===== config.mk =====
export PLATFORM = sky130hd
export DESIGN_NAME = consistent_hash_ring_unit
export DESIGN_NICKNAME = d
export VERILOG_FILES = /design/src/design/chr_pkg.sv /design/src/design/chr_div.sv /design/src/design/chr_ring_mem.sv /design/src/design/consistent_hash_ring_unit.sv
export SDC_FILE = /design/constraint.sdc
export NUM_CORES = 2
export LEC_CHECK = 0
export BUFFER_PORTS_ARGS = -buffer_cell sky130_fd_sc_hd__buf_2
export CELL_PAD_IN_SITES_DETAIL_PLACEMENT = 0
export CELL_PAD_IN_SITES_GLOBAL_PLACEMENT = 1
export CORE_ASPECT_RATIO = 2
export CORE_UTILIZATION = 59
export CTS_CLUSTER_DIAMETER = 200
export DETAILED_ROUTE_END_ITERATION = 7
export PLACE_DENSITY_LB_ADDON = 0.1
export SETUP_SLACK_MARGIN = 0.5
export SYNTH_ARGS = -nofsm -noshare
export SYNTH_HDL_FRONTEND = slang
export SYNTH_HIERARCHICAL = 1
export SYNTH_SLANG_ARGS = --single-unit

===== constraint.sdc =====
create_clock -name aclk -period 28.7 [get_ports aclk]
set_input_delay 5.74 -clock aclk [delete_from_list [all_inputs] [get_ports aclk]]
set_output_delay 5.74 -clock aclk [all_outputs]
set_load 0.05 [all_outputs]

===== src/design/chr_pkg.sv =====
package chr_pkg;

    // request and result payloads
    typedef struct packed {
        logic [2:0]  mode;
        logic [7:0]  name_byte;
        logic        final_byte;
        logic [30:0] key;
        logic [9:0]  hops;
    } in_t;

    typedef struct packed {
        logic [1:0]  status;
        logic [30:0] node_id;
        logic [6:0]  entry_count;
    } out_t;

    // modes
    localparam logic [2:0] MODE_ADD    = 3'd0;
    localparam logic [2:0] MODE_REMOVE = 3'd1;
    localparam logic [2:0] MODE_LOOKUP = 3'd2;
    localparam logic [2:0] MODE_AFTER  = 3'd3;
    localparam logic [2:0] MODE_BEFORE = 3'd4;

    // status codes
    localparam logic [1:0] ST_OK   = 2'd0;
    localparam logic [1:0] ST_NONE = 2'd1;
    localparam logic [1:0] ST_FULL = 2'd2;
    localparam logic [1:0] ST_SELF = 2'd3;

    // configuration register indexes
    localparam logic [1:0] CFG_RING_MODULUS = 2'd0;
    localparam logic [1:0] CFG_PROBE_STEP   = 2'd1;

    localparam logic [30:0] MODULUS_RESET = 31'd65536;
    localparam logic [30:0] STEP_RESET    = 31'd1;

    // one pjw hash step
    function automatic logic [31:0] pjw_step(input logic [31:0] h, input logic [7:0] b);
        logic [31:0] n;
        logic [31:0] top;
        begin
            n   = {h[27:0], 4'd0} + {24'd0, b};
            top = n & 32'hF000_0000;
            if (top != 32'd0) begin
                n = (n ^ (top >> 24)) & 32'h0FFF_FFFF;
            end
            return n;
        end
    endfunction

endpackage


===== src/design/chr_div.sv =====
module chr_div (
    input  logic        aclk,
    input  logic        aresetn,
    input  logic        start,
    input  logic [31:0] dividend,
    input  logic [31:0] divisor,
    output logic        done,
    output logic [31:0] remainder
);

    logic [32:0] rem_reg, rem_next;
    logic [31:0] dvd_reg;
    logic [31:0] dsr_reg;
    logic [5:0]  cnt_reg;
    logic        busy_reg;
    logic        done_reg;
    logic [32:0] trial;

    // one restoring step per cycle
    always_comb begin
        trial    = {rem_reg[31:0], dvd_reg[31]};
        rem_next = trial;
        if (trial >= {1'b0, dsr_reg}) begin
            rem_next = trial - {1'b0, dsr_reg};
        end
    end

    always_ff @(posedge aclk) begin
        if (!aresetn) begin
            busy_reg <= 1'b0;
            done_reg <= 1'b0;
            cnt_reg  <= '0;
        end else begin
            done_reg <= 1'b0;
            if (start) begin
                busy_reg <= 1'b1;
                cnt_reg  <= '0;
                rem_reg  <= '0;
                dvd_reg  <= dividend;
                dsr_reg  <= divisor;
            end else if (busy_reg) begin
                rem_reg <= rem_next;
                dvd_reg <= {dvd_reg[30:0], 1'b0};
                cnt_reg <= cnt_reg + 6'd1;
                if (cnt_reg == 6'd31) begin
                    busy_reg <= 1'b0;
                    done_reg <= 1'b1;
                end
            end
        end
    end

    assign done      = done_reg;
    assign remainder = rem_reg[31:0];

endmodule


===== src/design/chr_ring_mem.sv =====
module chr_ring_mem #(
    parameter int DEPTH = 64,
    parameter int WIDTH = 31,
    parameter int AW    = 6
) (
    input  logic             aclk,
    input  logic [AW-1:0]    rd_addr,
    output logic [WIDTH-1:0] rd_data,
    input  logic             wr_en,
    input  logic [AW-1:0]    wr_addr,
    input  logic [WIDTH-1:0] wr_data
);

    logic [WIDTH-1:0] mem [DEPTH];
    logic [WIDTH-1:0] rd_data_reg;

    // synchronous write and registered read
    always_ff @(posedge aclk) begin
        if (wr_en) begin
            mem[wr_addr] <= wr_data;
        end
        rd_data_reg <= mem[rd_addr];
    end

    assign rd_data = rd_data_reg;

endmodule


===== src/design/consistent_hash_ring_unit.sv =====
// sorted id ring held in one single-port-read memory, one request at a time
// add (non-final byte): hash update only; final byte: remainder of the hash, then a probe of
// every stored id with a new remainder per collision, then a shift of the larger entries
// remove / lookup: scan of the entries, plus a shift for remove; step modes add a remainder
// rate is set by the memory scans and the bit-serial remainder unit
// reset (synchronous, active low) empties the ring, clears the hash and restores config
module consistent_hash_ring_unit #(
    parameter int MAX_NODES = 64,
    parameter int ID_BITS   = 31
) (
    input  logic           aclk,
    input  logic           aresetn,
    input  logic           s_valid,
    output logic           s_ready,
    input  chr_pkg::in_t   s_data,
    output logic           m_valid,
    input  logic           m_ready,
    output chr_pkg::out_t  m_data,
    input  logic           cfg_valid,
    output logic           cfg_ready,
    input  logic [1:0]     cfg_index,
    input  logic [30:0]    cfg_data
);

    localparam int CW = $clog2(MAX_NODES + 1);
    localparam int AW = (MAX_NODES > 1) ? $clog2(MAX_NODES) : 1;

    typedef enum logic [4:0] {
        S_IDLE, S_HMOD, S_PROBE_RD, S_PROBE_CK, S_PROBE_MOD, S_SHIFT_RD, S_SHIFT_CK,
        S_SCAN_RD, S_SCAN_CK, S_DEL_RD, S_DEL_WR, S_TGT, S_HOPS, S_READ_T, S_READ_OUT,
        S_OUT
    } state_t;

    state_t            state_reg;
    logic [30:0]       modulus_reg;
    logic [30:0]       step_reg;
    logic [31:0]       hash_reg;
    logic [CW-1:0]     count_reg;
    logic [CW-1:0]     idx_reg;
    logic [CW-1:0]     tries_reg;
    logic [CW-1:0]     s_reg;
    logic [ID_BITS-1:0] id_reg;
    logic [30:0]       key_reg;
    logic [9:0]        hops_reg;
    logic [2:0]        mode_reg;
    logic [1:0]        res_status_reg;
    logic [30:0]       res_id_reg;
    logic              m_valid_reg;
    chr_pkg::out_t     m_data_reg;
    logic              div_start_reg;
    logic [31:0]       div_dvd_reg;
    logic [31:0]       div_dsr_reg;

    logic              div_done;
    logic [31:0]       div_rem;
    logic [AW-1:0]     rd_addr;
    logic [ID_BITS-1:0] rd_data;
    logic              wr_en;
    logic [AW-1:0]     wr_addr;
    logic [ID_BITS-1:0] wr_data;
    logic [31:0]       id_space;
    logic [31:0]       hash_new;
    logic [CW:0]       tgt_sum;
    logic [CW-1:0]     tgt_idx;
    logic [CW-1:0]     hop_rem;
    logic [30:0]       rd_wide;

    chr_div u_div (
        .aclk      (aclk),
        .aresetn   (aresetn),
        .start     (div_start_reg),
        .dividend  (div_dvd_reg),
        .divisor   (div_dsr_reg),
        .done      (div_done),
        .remainder (div_rem)
    );

    chr_ring_mem #(.DEPTH(MAX_NODES), .WIDTH(ID_BITS), .AW(AW)) u_mem (
        .aclk    (aclk),
        .rd_addr (rd_addr),
        .rd_data (rd_data),
        .wr_en   (wr_en),
        .wr_addr (wr_addr),
        .wr_data (wr_data)
    );

    // id space, capped at the id width
    always_comb begin
        id_space = {1'b0, modulus_reg};
        if (modulus_reg == 31'd0 || {1'b0, modulus_reg} > (32'd1 << ID_BITS)) begin
            id_space = 32'd1 << ID_BITS;
        end
    end

    assign hash_new = chr_pkg::pjw_step(hash_reg, s_data.name_byte);
    assign rd_wide  = 31'(rd_data);
    assign hop_rem  = div_rem[CW-1:0];

    // target index for the step modes
    always_comb begin
        if (mode_reg == chr_pkg::MODE_AFTER) begin
            tgt_sum = {1'b0, s_reg} + {1'b0, hop_rem};
        end else begin
            tgt_sum = {1'b0, s_reg} + {1'b0, count_reg} - {1'b0, hop_rem};
        end
        if (tgt_sum >= {1'b0, count_reg}) begin
            tgt_sum = tgt_sum - {1'b0, count_reg};
        end
        tgt_idx = tgt_sum[CW-1:0];
    end

    // memory read address
    always_comb begin
        unique case (state_reg)
            S_SHIFT_RD: rd_addr = AW'(idx_reg - CW'(1));
            S_DEL_RD:   rd_addr = AW'(idx_reg + CW'(1));
            S_READ_T:   rd_addr = s_reg[AW-1:0];
            default:    rd_addr = idx_reg[AW-1:0];
        endcase
    end

    // memory writes for insertion shift and deletion shift
    always_comb begin
        wr_en   = 1'b0;
        wr_addr = idx_reg[AW-1:0];
        wr_data = id_reg;
        unique case (state_reg)
            S_SHIFT_RD: begin
                wr_en = (idx_reg == '0);
            end
            S_SHIFT_CK: begin
                wr_en = 1'b1;
                if (rd_data > id_reg) begin
                    wr_data = rd_data;
                end
            end
            S_DEL_WR: begin
                wr_en   = 1'b1;
                wr_data = rd_data;
            end
            default: ;
        endcase
    end

    assign s_ready   = (state_reg == S_IDLE);
    assign cfg_ready = 1'b1;
    assign m_valid   = m_valid_reg;
    assign m_data    = m_data_reg;

    // control sequencer
    always_ff @(posedge aclk) begin
        if (!aresetn) begin
            state_reg     <= S_IDLE;
            modulus_reg   <= chr_pkg::MODULUS_RESET;
            step_reg      <= chr_pkg::STEP_RESET;
            hash_reg      <= '0;
            count_reg     <= '0;
            m_valid_reg   <= 1'b0;
            div_start_reg <= 1'b0;
        end else begin
            div_start_reg <= 1'b0;
            if (m_valid_reg && m_ready && state_reg != S_OUT) begin
                m_valid_reg <= 1'b0;
            end
            if (cfg_valid) begin
                if (cfg_index == chr_pkg::CFG_RING_MODULUS) begin
                    modulus_reg <= cfg_data;
                end else if (cfg_index == chr_pkg::CFG_PROBE_STEP) begin
                    step_reg <= cfg_data;
                end
            end
            unique case (state_reg)
                S_IDLE: begin
                    if (s_valid) begin
                        mode_reg <= s_data.mode;
                        key_reg  <= s_data.key;
                        hops_reg <= s_data.hops;
                        idx_reg  <= '0;
                        if (s_data.mode == chr_pkg::MODE_ADD) begin
                            if (!s_data.final_byte) begin
                                hash_reg <= hash_new;
                            end else begin
                                hash_reg <= '0;
                                if (count_reg == CW'(MAX_NODES)) begin
                                    res_status_reg <= chr_pkg::ST_FULL;
                                    res_id_reg     <= '0;
                                    state_reg      <= S_OUT;
                                end else begin
                                    div_start_reg <= 1'b1;
                                    div_dvd_reg   <= hash_new;
                                    div_dsr_reg   <= id_space;
                                    tries_reg     <= '0;
                                    state_reg     <= S_HMOD;
                                end
                            end
                        end else if (s_data.mode == chr_pkg::MODE_REMOVE ||
                                     s_data.mode == chr_pkg::MODE_LOOKUP ||
                                     s_data.mode == chr_pkg::MODE_AFTER ||
                                     s_data.mode == chr_pkg::MODE_BEFORE) begin
                            if (count_reg == '0) begin
                                res_status_reg <= chr_pkg::ST_NONE;
                                res_id_reg     <= '0;
                                state_reg      <= S_OUT;
                            end else begin
                                state_reg <= S_SCAN_RD;
                            end
                        end
                    end
                end
                S_HMOD, S_PROBE_MOD: begin
                    if (div_done) begin
                        id_reg    <= div_rem[ID_BITS-1:0];
                        idx_reg   <= '0;
                        state_reg <= S_PROBE_RD;
                    end
                end
                // collision check against every stored id
                S_PROBE_RD: begin
                    if (idx_reg == count_reg) begin
                        state_reg <= S_SHIFT_RD;
                    end else begin
                        state_reg <= S_PROBE_CK;
                    end
                end
                S_PROBE_CK: begin
                    if (rd_data == id_reg) begin
                        if (tries_reg == count_reg) begin
                            res_status_reg <= chr_pkg::ST_FULL;
                            res_id_reg     <= '0;
                            state_reg      <= S_OUT;
                        end else begin
                            tries_reg     <= tries_reg + CW'(1);
                            div_start_reg <= 1'b1;
                            div_dvd_reg   <= 32'(id_reg) + {1'b0, step_reg};
                            div_dsr_reg   <= id_space;
                            state_reg     <= S_PROBE_MOD;
                        end
                    end else begin
                        idx_reg   <= idx_reg + CW'(1);
                        state_reg <= S_PROBE_RD;
                    end
                end
                // sorted insertion from the top down
                S_SHIFT_RD: begin
                    if (idx_reg == '0) begin
                        count_reg      <= count_reg + CW'(1);
                        res_status_reg <= chr_pkg::ST_OK;
                        res_id_reg     <= 31'(id_reg);
                        state_reg      <= S_OUT;
                    end else begin
                        state_reg <= S_SHIFT_CK;
                    end
                end
                S_SHIFT_CK: begin
                    if (rd_data > id_reg) begin
                        idx_reg   <= idx_reg - CW'(1);
                        state_reg <= S_SHIFT_RD;
                    end else begin
                        count_reg      <= count_reg + CW'(1);
                        res_status_reg <= chr_pkg::ST_OK;
                        res_id_reg     <= 31'(id_reg);
                        state_reg      <= S_OUT;
                    end
                end
                // search for key match or successor
                S_SCAN_RD: begin
                    if (idx_reg == count_reg) begin
                        if (mode_reg == chr_pkg::MODE_REMOVE) begin
                            res_status_reg <= chr_pkg::ST_NONE;
                            res_id_reg     <= '0;
                            state_reg      <= S_OUT;
                        end else begin
                            s_reg     <= '0;
                            state_reg <= S_TGT;
                        end
                    end else begin
                        state_reg <= S_SCAN_CK;
                    end
                end
                S_SCAN_CK: begin
                    if (mode_reg == chr_pkg::MODE_REMOVE) begin
                        if (rd_wide == key_reg) begin
                            state_reg <= S_DEL_RD;
                        end else begin
                            idx_reg   <= idx_reg + CW'(1);
                            state_reg <= S_SCAN_RD;
                        end
                    end else if (key_reg <= rd_wide) begin
                        s_reg     <= idx_reg;
                        state_reg <= S_TGT;
                    end else begin
                        idx_reg   <= idx_reg + CW'(1);
                        state_reg <= S_SCAN_RD;
                    end
                end
                // close the gap after removal
                S_DEL_RD: begin
                    if ({1'b0, idx_reg} + (CW+1)'(1) >= {1'b0, count_reg}) begin
                        count_reg      <= count_reg - CW'(1);
                        res_status_reg <= chr_pkg::ST_OK;
                        res_id_reg     <= key_reg;
                        state_reg      <= S_OUT;
                    end else begin
                        state_reg <= S_DEL_WR;
                    end
                end
                S_DEL_WR: begin
                    idx_reg   <= idx_reg + CW'(1);
                    state_reg <= S_DEL_RD;
                end
                S_TGT: begin
                    if (mode_reg == chr_pkg::MODE_LOOKUP) begin
                        state_reg <= S_READ_T;
                    end else begin
                        div_start_reg <= 1'b1;
                        div_dvd_reg   <= {22'd0, hops_reg};
                        div_dsr_reg   <= 32'(count_reg);
                        state_reg     <= S_HOPS;
                    end
                end
                S_HOPS: begin
                    if (div_done) begin
                        if (tgt_idx == s_reg) begin
                            res_status_reg <= chr_pkg::ST_SELF;
                            res_id_reg     <= '0;
                            state_reg      <= S_OUT;
                        end else begin
                            s_reg     <= tgt_idx;
                            state_reg <= S_READ_T;
                        end
                    end
                end
                S_READ_T: begin
                    state_reg <= S_READ_OUT;
                end
                S_READ_OUT: begin
                    res_status_reg <= chr_pkg::ST_OK;
                    res_id_reg     <= rd_wide;
                    state_reg      <= S_OUT;
                end
                // hand the result to the output register
                S_OUT: begin
                    if (!m_valid_reg || m_ready) begin
                        m_valid_reg            <= 1'b1;
                        m_data_reg.status      <= res_status_reg;
                        m_data_reg.node_id     <= res_id_reg;
                        m_data_reg.entry_count <= 7'(count_reg);
                        state_reg              <= S_IDLE;
                    end
                end
                default: state_reg <= S_IDLE;
            endcase
        end
    end

endmodule


# Word level (Yosys, flattened, before mapping)
# Memory sizes are Yosys's and may differ from the RTL's. A register that Yosys moved wholly into a read port is not among the register bits.
# Index checks and enable logic that the tools add are counted.
[totals]
romBits = 0
input_bits = 91
register_bits = 441
latchBits = 0
word_cells = 280
mem_bits_rw = 1984
memories = 1
output_inout_bits = 43
[classes]
magnitude_cmp = 6
muxes = 127
reduce_logical = 41
n_eq_ne = 60
addsub = 14
bitwise = 4
shifts = 0
n_mul = 0
n_div = 0
[memory_table]
columns = ["name", "depth", "word_bits", "read_ports", "rd_ports_with_merged_regs", "write_ports", "line", "source"]
rows = [
  ["u_mem.mem", 64, 31, 1, 1, 1, "chr_ring_mem.sv:14", "logic [WIDTH-1:0] mem [DEPTH];"],
]
[ops]
columns = ["op", "count"]
rows = [
  ["$mux W32", 20],
  ["$mux W31", 16],
  ["$pmux W31 S8", 1],
  ["$pmux W32 S3", 2],
  ["$mux W7", 23],
  ["$pmux W5 S15", 1],
  ["$eq A31 B31 Y1", 2],
  ["$pmux W31 S2", 1],
  ["$mux W5", 10],
  ["$pmux W7 S3", 2],
  ["$pmux W7 S6", 1],
  ["$eq A5 B4 Y1 const B", 8],
  ["$ne A2 B2 Y1 const B", 19],
  ["$ge A33 B32 Y1", 1],
  ["$add A31 B31 Y32", 1],
  ["$add A32 B8 Y32", 1],
  ["$gt A31 B32 Y1 const B", 1],
  ["$mux W2", 16],
  ["$reduce_bool A32 Y1", 1],
  ["$sub A32 B32 Y32", 1],
  ["$gt A31 B31 Y1", 1],
  ["$le A31 B31 Y1", 1],
  ["$logic_not A31 Y1", 1],
  ["$mux W28", 1],
  ["other kinds (54)", 120],
]

# Logic depth before layout (Yosys ltp)
[depth]
word_depth = 9
depth_mapped = 21
depth_no_buf = 21

# Cells and area by module
# Netlist, hierarchy kept.
[modules_own_cells]
columns = ["module", "cells_per_inst", "n_inst", "area_each_um2"]
rows = [
  ["chr_ring_mem", 3423, 1, 76502.1],
  ["consistent_hash_ring_unit", 1892, 1, 19287.2],
  ["chr_div", 528, 1, 6143.4],
]

# Least setup slack after synthesis
# OpenSTA, ideal clock, no wires.
[synth_path]
path_kind = "input to register"
startpoint = "input port s_data[52] in the netlist's numbering"
endpoint = "register div_dsr_reg[0], enable pin"
cell_stages = 5
t_arrival_ps = 16577
slack_ps = 11294
t_required_ps = 27871
n_path_buf = 0
setup_ps = 829
path_cell_list = "nor3_1 a21oi_1 nor2_1 nand3_1 a2111oi_0"
[synth_between]
elab_chain_len = 3
[synth_rtl]
columns = ["element", "line", "source"]
rows = [
  ["start: declaration", "consistent_hash_ring_unit.sv:15", "input chr_pkg::in_t s_data,"],
  ["$logic_not A3 Y1", "consistent_hash_ring_unit.sv:179", "if (s_data.mode == chr_pkg::MODE_ADD) begin"],
  ["$ne A2 B1 Y1 (no source line)", "--", ""],
  ["$reduce_and A9 Y1 (no source line)", "--", ""],
  ["end signal: assignment", "consistent_hash_ring_unit.sv:191", "div_dsr_reg <= id_space;"],
  ["end signal: assignment", "consistent_hash_ring_unit.sv:235", "div_dsr_reg <= id_space;"],
  ["end signal: assignment", "consistent_hash_ring_unit.sv:317", "div_dsr_reg <= 32'(count_reg);"],
  ["end: declaration", "consistent_hash_ring_unit.sv:52", "logic [31:0] div_dsr_reg;"],
]
# No other way between the ends.
# A chain may end at the register's enable or synchronous reset.

# Worst setup path in the final report
[layout_path]
startpoint = "register state_reg[2]"
endpoint = "output port s_ready"
[layout_between]
elab_chain_len = 1
[layout_rtl]
columns = ["element", "line", "source"]
rows = [
  ["start: declaration", "consistent_hash_ring_unit.sv:34", "state_t state_reg;"],
  ["start signal: assignment", "consistent_hash_ring_unit.sv:153", "state_reg <= S_IDLE;"],
  ["start signal: assignment", "consistent_hash_ring_unit.sv:187", "state_reg <= S_OUT;"],
  ["start signal: assignment", "consistent_hash_ring_unit.sv:193", "state_reg <= S_HMOD;"],
  ["$logic_not A5 Y1", "consistent_hash_ring_unit.sv:145", "assign s_ready = (state_reg == S_IDLE);"],
  ["end: declaration", "consistent_hash_ring_unit.sv:14", "output logic s_ready,"],
]
# No other way between the ends.

==> qor.yml <==
synthesis:
  yosysSeqAreaShare_pct: 70.9
  syn_avg_cell_area_sq_um: 17.4
  synth_nets: 6115
  postSynthCellCount: 5843
  synth_top_area_share_pct: 68.1
  synth_top_area_cell: "edfxtp_1"
  yosys_register_bits: 2455
  synth_edf_count: 2313
  synth.area.top_cells: "edfxtp_1 68%, mux4_2 9.2%, mux2i_1 2.9%, dfxtp_1 2.8%, ha_1 2.1%"
  yosysWarnings: 6
  synth_ff_type: "edfxtp_1"
  ys_types: 111
  synth-async-reset-ratio_pct: 0
  syn_area_sq_um: 102000
worst_setup_path:
  start_kind: "flop"
  reg2reg_from: "idx_reg[0]"
  crit_required_ps: 22960
  worstPathArrival_ps: 2560
  cp-startpoint: "state_reg[2]"
  cp-end-kind: "output pin"
  path_max_fanout: 47
  worst-setup-path-type: "flop to output pin"
cells_and_area:
  final_cell_mix: "2313 x edfxtp_1, 417 x mux4_2, 271 x nand2_1"
  final_common_cell: "edfxtp_1"
  largest_reg_flops: 1984
  nFillCells: 11800
  drive_gt1_share_pct: 20.0
  syn2layout_area_growth_pct: 11.0
  nNetsFinal: 6340
grt:
  grt_pass1_wl_um: 395000
  antenna_found_initial: 8
  track_usage_pct: 32.0
  grt_overflow: 0
  grt_max_degree: 115
  grt_pass1_vias: 56700
timing:
  hold_viol_final: 0
  finalSetupViolations: 0
  fin_tns_setup_ps: 0
  worstMarginPinSlew_ps: 1230
  layout_min_cycle_time_ps: 8300
  finalMaxSlewViolations: 0
  fin_hold_ws_ps: 421
  skew_ps: 67.1
  rsz0062_at_grt: "no"
  period_share_pct: 28.9
  relSlewSlack_pct: 17.7
  fmax_mhz: 121
clock_tree:
  ctsHoldBuffers: 0
  postCtsSetupBuffers: 0
  clkLatencyLatePin_ps: 860
  cts_tree: "built"
  cts_resized: 0
  cts_root_buf: "clkbuf_16"
  cts_buffer_depth: 4
  htree_levels: 4
  clk_pin_slew_ps: 70
  cts_buffers: 208
  cts_num_sinks: 2455
run:
  cap_violations: 0
min_path:
  hp-class: "flop to flop"
  min-delay-start: "res_id_reg[18]"
power_and_ir_drop:
  ir_worst_vdd_v: 0.0000866
  p_leak_uw: 0.0378
  switchingPower_uw: 3060
  cellPowerDensity_nw_per_um2: 86.8
  pwr-share-clk_pct: 29.4
  p_seq_share_pct: 42.9
  p_int_uw: 6760
  swShare_pct: 31.2
  pwr-share-comb_pct: 27.7
drt:
  wirelength_um: 275000
  drtIter0Drc: 4892
  drc_errors: 0
  viasPerCell: 6.51
  ant_nets: 0
  drtPass1Iterations: 7
  vias: 55400
  wl_per_cell_um: 32.3
die:
  die_area_sq_um: 175000
  start_util_pct: 59.4
  die_h_um: 590
  row_count: 215
  core-area_sq_um: 172000
  die_x_um: 296
  io_pins: 134
placement:
  port_buffers: 132
  gp_congestion: 0.948
  dpl.hpwl_um: 181000
outcome:
  status: "completed"
[routing by layer]
metal  up-vias  GRT usage, %  share of wire (%)  wire length [um]
met5         -             0             0.0084                23
met4         4          20.7                7.7             21100
met3       661          3.41                5.0             13800
met2      2108          57.7                 54            147000
met1     28900          35.7                 34             92700
li1      23700             -                  -                 -
[final timing paths]
check / endpoint / slack, ps / cells past startpoint
worst max-delay path: s_ready / 20400 / 5
worst min-delay path: m_data[25] / 420 / 0
worst min register to register: m_data[25] / 420 / 0
worst max register to register: u_mem/rd_data[5] / 22070 / 13
[cell type report]
type                       instances  area [sq um]  share of cell area (%)
multi-input combinational       2914         28400                    25.1
tap                             2278          2850                    2.52
sequential                      2455         72300                    63.9
antenna                            4          10.0                 0.00884
clock inverter                   121          1370                    1.21
clock buffer                     255          5520                    4.88
timing repair buffer             307          2050                    1.81
inverter                         182           683                   0.604
[power by group through the flow]
| stage | clock [uW] | sequential, uW | combinational (uW) |
|---|---|---|---|
| 2_1_floorplan | 0 | 4220 | 1880 |
| 3_3_place_gp | 0 | 4290 | 2700 |
| 3_5_place_dp | 0 | 4290 | 2720 |
| 4_1_cts | 2920 | 4220 | 2730 |
| 5_1_grt | 3040 | 4220 | 2880 |
| 6_report | 2890 | 4220 | 2720 |
[worst max-delay path: stages, from the launching register on]
cell and delay (ps):
dfxtp_1 300, buf_4 270, or2_1 360, or3_1 390
inv_2 130, buf_2 290
[stage by stage]
stage | setup slack, ps | area, sq um | instances | util, % | power (uW)
global route | 20310 | 113000 | 8515 | 65.9 | 10100
global placement | 19980 | 106000 | 8136 | 61.9 | 6990
detailed placement | 19920 | 106000 | 8136 | 61.9 | 7010
CTS | 20370 | 113000 | 8512 | 65.9 | 9870
floorplan | 11290 | 102000 | 5843 | - | 6100
finish | 20400 | 113000 | 8516 | 65.9 | 9820
[logic make-up after synthesis]
kind of cell | synth area share, %
xor+xnor | 1.15
mux | 12.7
compound gates | 5.80
buf+inv | 2.18
simple gates | 4.89
fa+ha+maj | 2.32
other cells | 0.00368
flops | 70.9
[cell usage after synthesis, types with 13 or more instances]
master / n
a211oi_1: 15
a21boi_0: 63
a21o_1: 59
a21oi_1: 112
a222oi_1: 31
a22o_1: 23
a22oi_1: 109
a311oi_1: 20
a31oi_1: 15
and2_1: 47
and3_1: 20
buf_1: 21
buf_2: 67
buf_4: 51
clkbuf_1: 132
dfxtp_1: 142
edfxtp_1: 2313
fa_1: 13
ha_1: 168
inv_1: 179
mux2_2: 32
mux2i_1: 293
mux4_2: 417
nand2_1: 271
nand2b_1: 28
nand3_1: 72
nand3b_1: 17
nand4_1: 54
nor2_1: 271
nor2b_1: 83
nor3_1: 36
nor4_1: 16
o21a_1: 18
o21ai_0: 108
o21ai_1: 33
o22ai_1: 98
or3_1: 16
xnor2_1: 78
xor2_1: 53
Power figures use the tool's default switching activity.
